===== src/hdl/slu_pkg.sv =====
// Shared types, codes and character helpers for the string literal unescaper.
// Used by slu_decode, slu_out_fifo and string_literal_unescaper.
package slu_pkg;

    localparam logic [1:0] KIND_BYTE  = 2'd0;
    localparam logic [1:0] KIND_CLOSE = 2'd1;
    localparam logic [1:0] KIND_ERROR = 2'd2;

    localparam logic [7:0] CHAR_NUL   = 8'h00;
    localparam logic [7:0] CHAR_BSL   = 8'h5C;
    localparam logic [7:0] ESC_BYTE   = 8'h1B;
    localparam logic [7:0] DIGIT_NONE = 8'hFF;

    typedef struct packed {
        logic [7:0] out_byte;
        logic [1:0] kind;
        logic       last;
    } t_result;

    // Up to two results caused by one request, in delivery order.
    typedef struct packed {
        logic [1:0] count;
        t_result    first;
        t_result    second;
    } t_pair;

    function automatic logic [7:0] slu_digit(input logic [7:0] c);
        logic [7:0] v;
        v = DIGIT_NONE;
        if (c >= 8'h30 && c <= 8'h39) begin
            v = c - 8'h30;
        end else if (c >= 8'h61 && c <= 8'h7A) begin
            v = c - 8'h61 + 8'd10;
        end else if (c >= 8'h41 && c <= 8'h5A) begin
            v = c - 8'h41 + 8'd10;
        end
        return v;
    endfunction

    // Map a letter after a backslash to its control byte (s gives a space); others pass through.
    function automatic logic [7:0] slu_escape(input logic [7:0] c);
        logic [7:0] v;
        unique case (c)
            8'h61: v = 8'd7;     // a
            8'h6E: v = 8'd10;    // n
            8'h72: v = 8'd13;    // r
            8'h62: v = 8'd8;     // b
            8'h74: v = 8'd9;     // t
            8'h73: v = 8'd32;    // s
            8'h66: v = 8'd12;    // f
            8'h76: v = 8'd11;    // v
            8'h65: v = ESC_BYTE; // e
            default: v = c;
        endcase
        return v;
    endfunction

endpackage


===== src/hdl/slu_decode.sv =====
// Decode state (mode, base, accumulator, terminator) and per-character logic.
// Depends on slu_pkg.
module slu_decode import slu_pkg::*; (
    input  logic       i_clk,
    input  logic       i_rst_n,
    input  logic       i_go,
    input  logic [7:0] i_char,
    input  logic       i_start,
    output t_pair      o_res
);

    localparam logic [1:0] MODE_IDLE = 2'd0;
    localparam logic [1:0] MODE_TEXT = 2'd1;
    localparam logic [1:0] MODE_ESC  = 2'd2;
    localparam logic [1:0] MODE_NUM  = 2'd3;

    localparam logic [1:0] BASE_NONE = 2'd0;
    localparam logic [1:0] BASE_OCT  = 2'd1;
    localparam logic [1:0] BASE_DEC  = 2'd2;
    localparam logic [1:0] BASE_HEX  = 2'd3;

    logic [1:0] r_mode, n_mode;
    logic [1:0] r_base, n_base;
    logic [7:0] r_acc,  n_acc;
    logic [7:0] r_term, n_term;

    logic       tx_emit;
    t_result    tx_res;
    logic [1:0] tx_mode;
    logic [7:0] digit;
    logic [7:0] radix;
    logic [7:0] acc_step;

    // Plain text handling, also used for the character that ends a number.
    always_comb begin
        tx_emit = 1'b1;
        tx_res  = '{out_byte: 8'd0, kind: KIND_BYTE, last: 1'b1};
        tx_mode = MODE_TEXT;
        if (i_char == CHAR_NUL) begin
            tx_res.kind = KIND_ERROR;
            tx_mode     = MODE_IDLE;
        end else if (i_char == r_term) begin
            tx_res.kind = KIND_CLOSE;
            tx_mode     = MODE_IDLE;
        end else if (i_char == CHAR_BSL) begin
            tx_emit = 1'b0;
            tx_mode = MODE_ESC;
        end else begin
            tx_res.out_byte = i_char;
        end
    end

    // Constant-base multiply-add, kept to 8 bits.
    always_comb begin
        digit = slu_digit(i_char);
        unique case (r_base)
            BASE_OCT: begin
                radix    = 8'd8;
                acc_step = {r_acc[4:0], 3'b000} + digit;
            end
            BASE_DEC: begin
                radix    = 8'd10;
                acc_step = {r_acc[4:0], 3'b000} + {r_acc[6:0], 1'b0} + digit;
            end
            BASE_HEX: begin
                radix    = 8'd16;
                acc_step = {r_acc[3:0], 4'b0000} + digit;
            end
            default: begin
                radix    = 8'd0;
                acc_step = r_acc;
            end
        endcase
    end

    always_comb begin
        n_mode = r_mode;
        n_base = r_base;
        n_acc  = r_acc;
        n_term = r_term;
        o_res  = '0;
        if (i_start) begin
            n_term = i_char;
            n_acc  = 8'd0;
            n_base = BASE_NONE;
            n_mode = MODE_TEXT;
        end else begin
            unique case (r_mode)
                MODE_IDLE: begin
                end
                MODE_TEXT: begin
                    n_mode = tx_mode;
                    if (tx_emit) begin
                        o_res.count = 2'd1;
                        o_res.first = tx_res;
                    end
                end
                MODE_ESC: begin
                    if (i_char == CHAR_NUL) begin
                        o_res.count = 2'd1;
                        o_res.first = '{out_byte: 8'd0, kind: KIND_ERROR, last: 1'b1};
                        n_mode      = MODE_IDLE;
                    end else if (i_char == 8'h78 || i_char == 8'h58 || i_char == 8'h30) begin
                        n_base = (i_char == 8'h30) ? BASE_OCT : BASE_HEX;
                        n_acc  = 8'd0;
                        n_mode = MODE_NUM;
                    end else if (i_char >= 8'h31 && i_char <= 8'h39) begin
                        n_base = BASE_DEC;
                        n_acc  = i_char - 8'h30;
                        n_mode = MODE_NUM;
                    end else begin
                        o_res.count = 2'd1;
                        o_res.first = '{out_byte: slu_escape(i_char), kind: KIND_BYTE,
                                        last: 1'b1};
                        n_mode      = MODE_TEXT;
                    end
                end
                MODE_NUM: begin
                    if (i_char == CHAR_NUL) begin
                        o_res.count = 2'd1;
                        o_res.first = '{out_byte: 8'd0, kind: KIND_ERROR, last: 1'b1};
                        n_mode      = MODE_IDLE;
                    end else if (digit < radix) begin
                        n_acc = acc_step;
                    end else begin
                        // emit the value, then handle the ending character as text
                        o_res.first = '{out_byte: r_acc, kind: KIND_BYTE, last: !tx_emit};
                        o_res.count = tx_emit ? 2'd2 : 2'd1;
                        o_res.second = tx_res;
                        n_mode = tx_mode;
                    end
                end
                default: begin
                end
            endcase
        end
    end

    always_ff @(posedge i_clk) begin
        if (!i_rst_n) begin
            r_mode <= MODE_IDLE;
            r_base <= BASE_NONE;
            r_acc  <= 8'd0;
            r_term <= 8'd0;
        end else if (i_go) begin
            r_mode <= n_mode;
            r_base <= n_base;
            r_acc  <= n_acc;
            r_term <= n_term;
        end
    end

endmodule


===== src/hdl/slu_out_fifo.sv =====
// Four-entry result queue: takes up to two results a cycle, delivers one while the output is not stalled.
// Depends on slu_pkg.
module slu_out_fifo import slu_pkg::*; (
    input  logic       i_clk,
    input  logic       i_rst_n,
    input  logic       i_push,
    input  t_pair      i_res,
    output logic       o_room2,
    output logic       o_valid,
    input  logic       i_stall,
    output t_result    o_res
);

    t_result    r_mem [4];
    logic [1:0] r_wr, n_wr;
    logic [1:0] r_rd, n_rd;
    logic [2:0] r_count, n_count;
    logic [1:0] push_cnt;
    logic       pop;

    assign push_cnt = i_push ? i_res.count : 2'd0;
    assign pop      = (r_count != 3'd0) && !i_stall;
    assign o_valid  = (r_count != 3'd0);
    assign o_room2  = (r_count <= 3'd2);
    assign o_res    = r_mem[r_rd];

    always_comb begin
        n_wr    = r_wr + push_cnt;
        n_rd    = r_rd + {1'b0, pop};
        n_count = r_count + {1'b0, push_cnt} - {2'b00, pop};
    end

    always_ff @(posedge i_clk) begin
        if (push_cnt != 2'd0) begin
            r_mem[r_wr] <= i_res.first;
        end
        if (push_cnt == 2'd2) begin
            r_mem[r_wr + 2'd1] <= i_res.second;
        end
    end

    always_ff @(posedge i_clk) begin
        if (!i_rst_n) begin
            r_wr    <= 2'd0;
            r_rd    <= 2'd0;
            r_count <= 3'd0;
        end else begin
            r_wr    <= n_wr;
            r_rd    <= n_rd;
            r_count <= n_count;
        end
    end

endmodule


===== src/hdl/string_literal_unescaper.sv =====
// Top level of the string literal unescaper: input register, decode, result queue.
// Depends on slu_pkg, slu_decode and slu_out_fifo.
//
//   channel  handshake                 payload
//   input    i_in_valid / o_in_stall   i_in_byte, i_start_literal
//   output   o_out_valid / i_out_stall o_out_byte, o_kind, o_last
//
// A request is registered, then decoded from that register, and its results land in a
// four-entry queue: one request per cycle while the queue has room for two results.
// A request that yields two results is delivered one result at a time; the queue
// depth sets how long input keeps flowing under that load or an output stall.
// Synchronous active-low reset returns to idle with an empty queue.
module string_literal_unescaper import slu_pkg::*; (
    input  logic       i_clk,
    input  logic       i_rst_n,
    input  logic       i_in_valid,
    output logic       o_in_stall,
    input  logic [7:0] i_in_byte,
    input  logic       i_start_literal,
    output logic       o_out_valid,
    input  logic       i_out_stall,
    output logic [7:0] o_out_byte,
    output logic [1:0] o_kind,
    output logic       o_last
);

    logic       r_in_valid, n_in_valid;
    logic [7:0] r_in_byte;
    logic       r_in_start;
    logic       go;
    logic       room2;
    logic       accept;
    t_pair      res;
    t_result    head;

    assign go         = r_in_valid && room2;
    assign o_in_stall = r_in_valid && !go;
    assign accept     = i_in_valid && !o_in_stall;
    assign n_in_valid = accept || (r_in_valid && !go);

    always_ff @(posedge i_clk) begin
        if (!i_rst_n) begin
            r_in_valid <= 1'b0;
        end else begin
            r_in_valid <= n_in_valid;
        end
    end

    always_ff @(posedge i_clk) begin
        if (accept) begin
            r_in_byte  <= i_in_byte;
            r_in_start <= i_start_literal;
        end
    end

    slu_decode u_decode (
        .i_clk   (i_clk),
        .i_rst_n (i_rst_n),
        .i_go    (go),
        .i_char  (r_in_byte),
        .i_start (r_in_start),
        .o_res   (res)
    );

    slu_out_fifo u_fifo (
        .i_clk   (i_clk),
        .i_rst_n (i_rst_n),
        .i_push  (go),
        .i_res   (res),
        .o_room2 (room2),
        .o_valid (o_out_valid),
        .i_stall (i_out_stall),
        .o_res   (head)
    );

    assign o_out_byte = head.out_byte;
    assign o_kind     = head.kind;
    assign o_last     = head.last;

endmodule

===== config.mk =====
export PLATFORM = sky130hd
export DESIGN_NAME = string_literal_unescaper
export DESIGN_NICKNAME = d
export VERILOG_FILES = /design/src/hdl/slu_pkg.sv /design/src/hdl/slu_decode.sv /design/src/hdl/slu_out_fifo.sv /design/src/hdl/string_literal_unescaper.sv
export SDC_FILE = /design/constraint.sdc
export NUM_CORES = 1
export LEC_CHECK = 0
export BUFFER_PORTS_ARGS = -buffer_cell sky130_fd_sc_hd__buf_2
export CAP_MARGIN = 20
export CORE_ASPECT_RATIO = 0.8
export CORE_MARGIN = 10
export CORE_UTILIZATION = 60
export DETAILED_ROUTE_END_ITERATION = 7
export PLACE_DENSITY = 0.81
export SYNTH_ARGS = -nofsm -noshare
export SYNTH_HDL_FRONTEND = slang
export SYNTH_SLANG_ARGS = --single-unit
export TNS_END_PERCENT = 10

===== constraint.sdc =====
create_clock -name i_clk -period 8.85 [get_ports i_clk]
set_input_delay 0 -clock i_clk [delete_from_list [all_inputs] [get_ports i_clk]]
set_output_delay 0 -clock i_clk [all_outputs]
set_load 0.02 [all_outputs]

==> results summary <==
The first-pass GRT wire length came out at between 20000 and 30000 µm. The site row count came out at 32. Dividing the detail-routed wire length by the instance count gives 21.3 µm.

Summed over all layers, the routed wires come to about 16000 µm. The worst-case IR drop observed on VDD is 0.151 mV. The share of final-layout standard cells stronger than drive strength 1 is between 10% and 20%. The overflow left after global routing is 0. The async set-reset flop share out of synthesis came out at 0%. The data arrival time of the critical path is 5.15 ns. The final instance area came out at between 6000 and 7000 µm². In this run the post-CTS setup repair buffer count came out at 0.

The x dimension of the die came out at approximately 130 µm. The most numerous cell type found on the critical path is sky130_fd_sc_hd__inv_1. The clock sink total came out at 81. The DRC violation count after routing came out at 0. The count of nets left with antenna violations once routing finished came out at 0. In this run the number of H-tree levels came out at 3. Setup total negative slack on the finished layout was measured at 0 ns. The root buffer cell is sky130_fd_sc_hd__clkbuf_16. The internal power of the cells totals 0.729 mW. In this run the static leakage power is 2.47 nW. The sequential element share of the synthesized area came out at a little over a third. The half-perimeter wire length of the detailed placement result is approximately 12000 µm. The fraction of the cycle the final worst path needs is 55.9%. The slowest stage of the critical path is the sky130_fd_sc_hd__edfxtp_1 cell. The kind of capture point of the worst setup path is a flop. Along the worst path, the maximum fanout reaches 14. For this run, the top clock speed supported by timing is 202 MHz. The pre-CTS setup slack is ~4.0 ns. The critical path goes through inv_1 > ha_1 > o21ba_2 > o21ai_0 > a21oi_1 > a22oi_1 > inv_1 > fa_1 > inv_1 > ha_1 > a211oi_1 > nor2_1 > nand2_1 > o21ai_0 > a211o_1 > mux2i_1 > a21o_1 > mux2i_1.

The distinct cell type count after synthesis came out at roughly 80. The total nets after synthesis is about 670. The number of flops mapped to enable cells by yosys came out at 53. The effective utilization at floorplan is about three fifths. The register clock-pin slew on the reported worst setup and hold paths came out at roughly 0.06 ns. The critical path class is flop to flop.

The average vias per placed instance came out at about 6.7. The final net count came out at between 600 and 700. The number of buffers added by the clock tree synthesis step is 9.

The source of the worst register-to-register timing path is r_in_byte[1]$_DFFE_PP_. The area of the mapped netlist is just under 6000 µm². The clock latency on the worst-skew pair is roughly 0.33 ns. The average instance area after synthesis came out at between 9 and 10 µm². The count of TritonRoute iterations in the first routing pass is 5. The post-synthesis sequential element count came out at between 80 and 90.

The final worst clock skew is 0.00847 ns. The post-layout worst setup margin is approximately 4 ns. The number of antenna violations at the first check in global routing is 0. The startpoint of the tightest hold check path is i_rst_n.

The run finished with clean final reports. The yosys synthesis warning count came out at 0. The max capacitance violation total is 0. The signed area change from the synthesized netlist to the final layout came out at 8.70%. In this run the tightest slew margin relative to its limit is between 40 and 50%. The number of vias after detailed routing is between 5000 and 6000. The share of power burned in the clock network came out at between 30% and 40%.

TritonCTS built the clock tree. The startpoint type of the worst setup path is a flop. After the first detailed-routing iteration, the DRC count stood at roughly 780. The combinational group share of total power came out at a little over a quarter. The number of failing hold endpoints at the final stage is 0.

The overall track demand over capacity in global routing came out at about 23%. The count of endpoints failing setup in the final report came out at 0. The switching power total came out at 0.345 mW. The path with the worst hold slack has its endpoint at u_decode.r_mode[0]$_SDFFE_PN0P_. In this run the critical register-to-register path is captured at u_decode.r_acc[7]$_SDFFE_PN0P_. After floorplanning, the core was sized to cover ~9600 µm².

The largest delay contributor family on the critical path is compound AO/OA/AOI/OAI gates. The number of buffers and inverters on the critical path is 3. The worst path needs between 4 and 5 ns of the cycle, external delays included. In the synthesized netlist the dominant register cell turns out to be sky130_fd_sc_hd__edfxtp_1.

The ratio of total power to cell area is 167 nW/µm². Setup repair after global routing left no endpoint under its margin. The flop-to-flop setup slack came out at around 3.9 ns.

The slew at the pin closest to its max-slew limit came out at approximately 0.85 ns. The top-level I/O count came out at 26. The area of placed instances is roughly 6100 µm². The count of cells along the worst hold path came out at 2. The power share of the sequential group is between 40% and 50%. The switching part of the total came out at between 30% and 40%. The max-slew violation count came out at 0. The height of the die is between 100 and 150 µm. The repair_antennas step left the layout with diodes totalling 0.

The overall die area is roughly 14000 µm². The number of global-route vias before repair is between 4000 and 5000. Synthesis produced a netlist whose cell count is 614.

Port buffering added 25 buffers. The final weighted congestion in routability-driven placement came out at ~0.97. The type of the tightest min-delay check is input port to flop. The delay of the slowest cell on the worst path came out at approximately 0.7 ns.

The pin count of the biggest net entering global routing came out at 28. The required time of the critical path is roughly 9.1 ns. Counting along the longest clock path gives a buffer depth of 2. The worst register-to-register path has a depth of 18.
[timing repair]
| item | in CTS | in global routing |
|---|---|---|
| hold endpoints to repair | 10 | 0 |
| resized for setup | 0 | 0 |
| hold buffers | 10 | 0 |
[worst max-delay path by stage]
stage	from	to	slack [ns]	depth (start not counted)
2_1_floorplan	r_in_byte[0]$_DFFE_PP_	u_fifo.r_mem[0][0]$_DFFE_PP_	4.03	13
3_3_place_gp	r_in_byte[1]$_DFFE_PP_	u_fifo.r_mem[1][4]$_DFFE_PP_	4.00	13
3_5_place_dp	r_in_byte[1]$_DFFE_PP_	u_decode.r_acc[7]$_SDFFE_PN0P_	4.00	18
4_1_cts	r_in_byte[1]$_DFFE_PP_	u_decode.r_acc[7]$_SDFFE_PN0P_	4.00	18
5_1_grt	r_in_byte[0]$_DFFE_PP_	u_decode.r_acc[7]$_SDFFE_PN0P_	3.48	18
6_report	r_in_byte[1]$_DFFE_PP_	u_decode.r_acc[7]$_SDFFE_PN0P_	3.90	18
[layout make-up]
class	count	area [µm²]
Clock buffer	11	233
Clock inverter	5	33.8
Fill cell	739	3190
Inverter	39	146
Multi-Input combinational cell	456	3450
Sequential cell	81	2150
Tap cell	119	149
Timing Repair Buffer	40	263
[per-stage QoR]
stage	utilization, %	hold WS (ns)	power, mW	instances
finish	66.8	0.0570	1.07	751
global route	66.8	0.0652	1.13	751
CTS	66.8	0.0487	1.07	751
detailed placement	63.0	0.178	0.742	725
global placement	63.0	0.177	0.734	724
floorplan	-	0.0989	0.666	614
[per-layer routing]
metal / track usage (%) / share of wire, %
met2: 34.0 / 45
met5: 0 / 0
met1: 31.7 / 43
met3: 6.40 / 11
met4: 5.78 / 1.0
[synthesized netlist by cell type, types with 3 or more instances]
| cell | count | area share [%] |
|---|---|---|
| sky130_fd_sc_hd__a211oi_1 | 3 | 0.38 |
| sky130_fd_sc_hd__a21o_1 | 7 | 0.89 |
| sky130_fd_sc_hd__a21oi_1 | 38 | 3.2 |
| sky130_fd_sc_hd__a221oi_1 | 4 | 0.59 |
| sky130_fd_sc_hd__a22oi_1 | 5 | 0.64 |
| sky130_fd_sc_hd__a31oi_1 | 8 | 0.85 |
| sky130_fd_sc_hd__and2_1 | 9 | 0.95 |
| sky130_fd_sc_hd__buf_2 | 7 | 0.59 |
| sky130_fd_sc_hd__clkbuf_1 | 26 | 1.7 |
| sky130_fd_sc_hd__dfxtp_1 | 28 | 9.5 |
| sky130_fd_sc_hd__edfxtp_1 | 53 | 27 |
| sky130_fd_sc_hd__fa_1 | 8 | 2.7 |
| sky130_fd_sc_hd__ha_1 | 33 | 7.0 |
| sky130_fd_sc_hd__inv_1 | 37 | 2.4 |
| sky130_fd_sc_hd__mux2_2 | 4 | 0.76 |
| sky130_fd_sc_hd__mux2i_1 | 26 | 4.4 |
| sky130_fd_sc_hd__mux4_2 | 11 | 4.2 |
| sky130_fd_sc_hd__nand2_1 | 40 | 2.5 |
| sky130_fd_sc_hd__nand2_2 | 3 | 0.32 |
| sky130_fd_sc_hd__nand2b_1 | 7 | 0.74 |
| sky130_fd_sc_hd__nand3_1 | 35 | 3.0 |
| sky130_fd_sc_hd__nand4_1 | 5 | 0.53 |
| sky130_fd_sc_hd__nor2_1 | 36 | 2.3 |
| sky130_fd_sc_hd__nor2b_1 | 8 | 0.85 |
| sky130_fd_sc_hd__nor3_1 | 11 | 0.93 |
| sky130_fd_sc_hd__o2111ai_1 | 5 | 0.74 |
| sky130_fd_sc_hd__o211ai_1 | 7 | 0.89 |
| sky130_fd_sc_hd__o21a_1 | 9 | 1.1 |
| sky130_fd_sc_hd__o21ai_0 | 35 | 3.0 |
| sky130_fd_sc_hd__o221ai_1 | 5 | 0.74 |
| sky130_fd_sc_hd__o22ai_1 | 6 | 0.64 |
| sky130_fd_sc_hd__o31ai_1 | 5 | 0.64 |
| sky130_fd_sc_hd__o32ai_1 | 5 | 0.74 |
| sky130_fd_sc_hd__or2_2 | 5 | 0.53 |
| sky130_fd_sc_hd__xnor2_1 | 19 | 2.8 |
| sky130_fd_sc_hd__xor2_1 | 5 | 0.74 |
[power groups by stage]
stage	Combinational (mW)	Clock (mW)	Sequential, mW
after floorplan	0.230	0	0.435
after global placement	0.267	0	0.467
after detailed placement	0.273	0	0.468
after CTS	0.279	0.336	0.460
after global routing	0.308	0.353	0.465
final	0.281	0.333	0.460
[flip-flops by register name, summed over array words and instances, names as in the netlist]
register         count
u_decode.r_base      2
u_fifo.r_count       3
r_in_valid           1
u_fifo.r_rd          2
r_in_start           1
u_decode.r_mode      2
u_decode.r_term      8
u_fifo.r_wr          2
u_decode.r_acc       8
u_fifo.r_mem        44
r_in_byte            8
[logic make-up after synthesis]
| logic type | synth area share, % |
|---|---|
| buffers and inverters | 5.25 |
| multiplexers | 9.36 |
| adder cells (fa/ha/maj) | 9.70 |
| AO/OA/AOI/OAI | 20.4 |
| XOR/XNOR | 3.56 |
| flip-flops | 36.4 |
| AND/OR/NAND/NOR | 15.3 |
[placed cells by master, fill, tap and decap left out, types with 6 or more instances in the layout]
master                          Yosys  routed
sky130_fd_sc_hd__edfxtp_1          53      53
sky130_fd_sc_hd__nand2_1           40      40
sky130_fd_sc_hd__a21oi_1           38      38
sky130_fd_sc_hd__inv_1             37      37
sky130_fd_sc_hd__nor2_1            36      36
sky130_fd_sc_hd__o21ai_0           35      35
sky130_fd_sc_hd__nand3_1           35      35
sky130_fd_sc_hd__ha_1              33      33
sky130_fd_sc_hd__dfxtp_1           28      28
sky130_fd_sc_hd__mux2i_1           26      26
sky130_fd_sc_hd__buf_2              7      25
sky130_fd_sc_hd__xnor2_1           19      19
sky130_fd_sc_hd__nor3_1            11      11
sky130_fd_sc_hd__mux4_2            11      11
sky130_fd_sc_hd__dlygate4sd3_1      0      10
sky130_fd_sc_hd__o21a_1             9       9
sky130_fd_sc_hd__and2_1             9       9
sky130_fd_sc_hd__clkbuf_16          0       9
sky130_fd_sc_hd__nor2b_1            8       8
sky130_fd_sc_hd__a31oi_1            8       8
sky130_fd_sc_hd__fa_1               8       8
sky130_fd_sc_hd__o211ai_1           7       7
sky130_fd_sc_hd__nand2b_1           7       7
sky130_fd_sc_hd__a21o_1             7       7
sky130_fd_sc_hd__o22ai_1            6       6
Note: power is estimated with default switching activity, not from simulation.
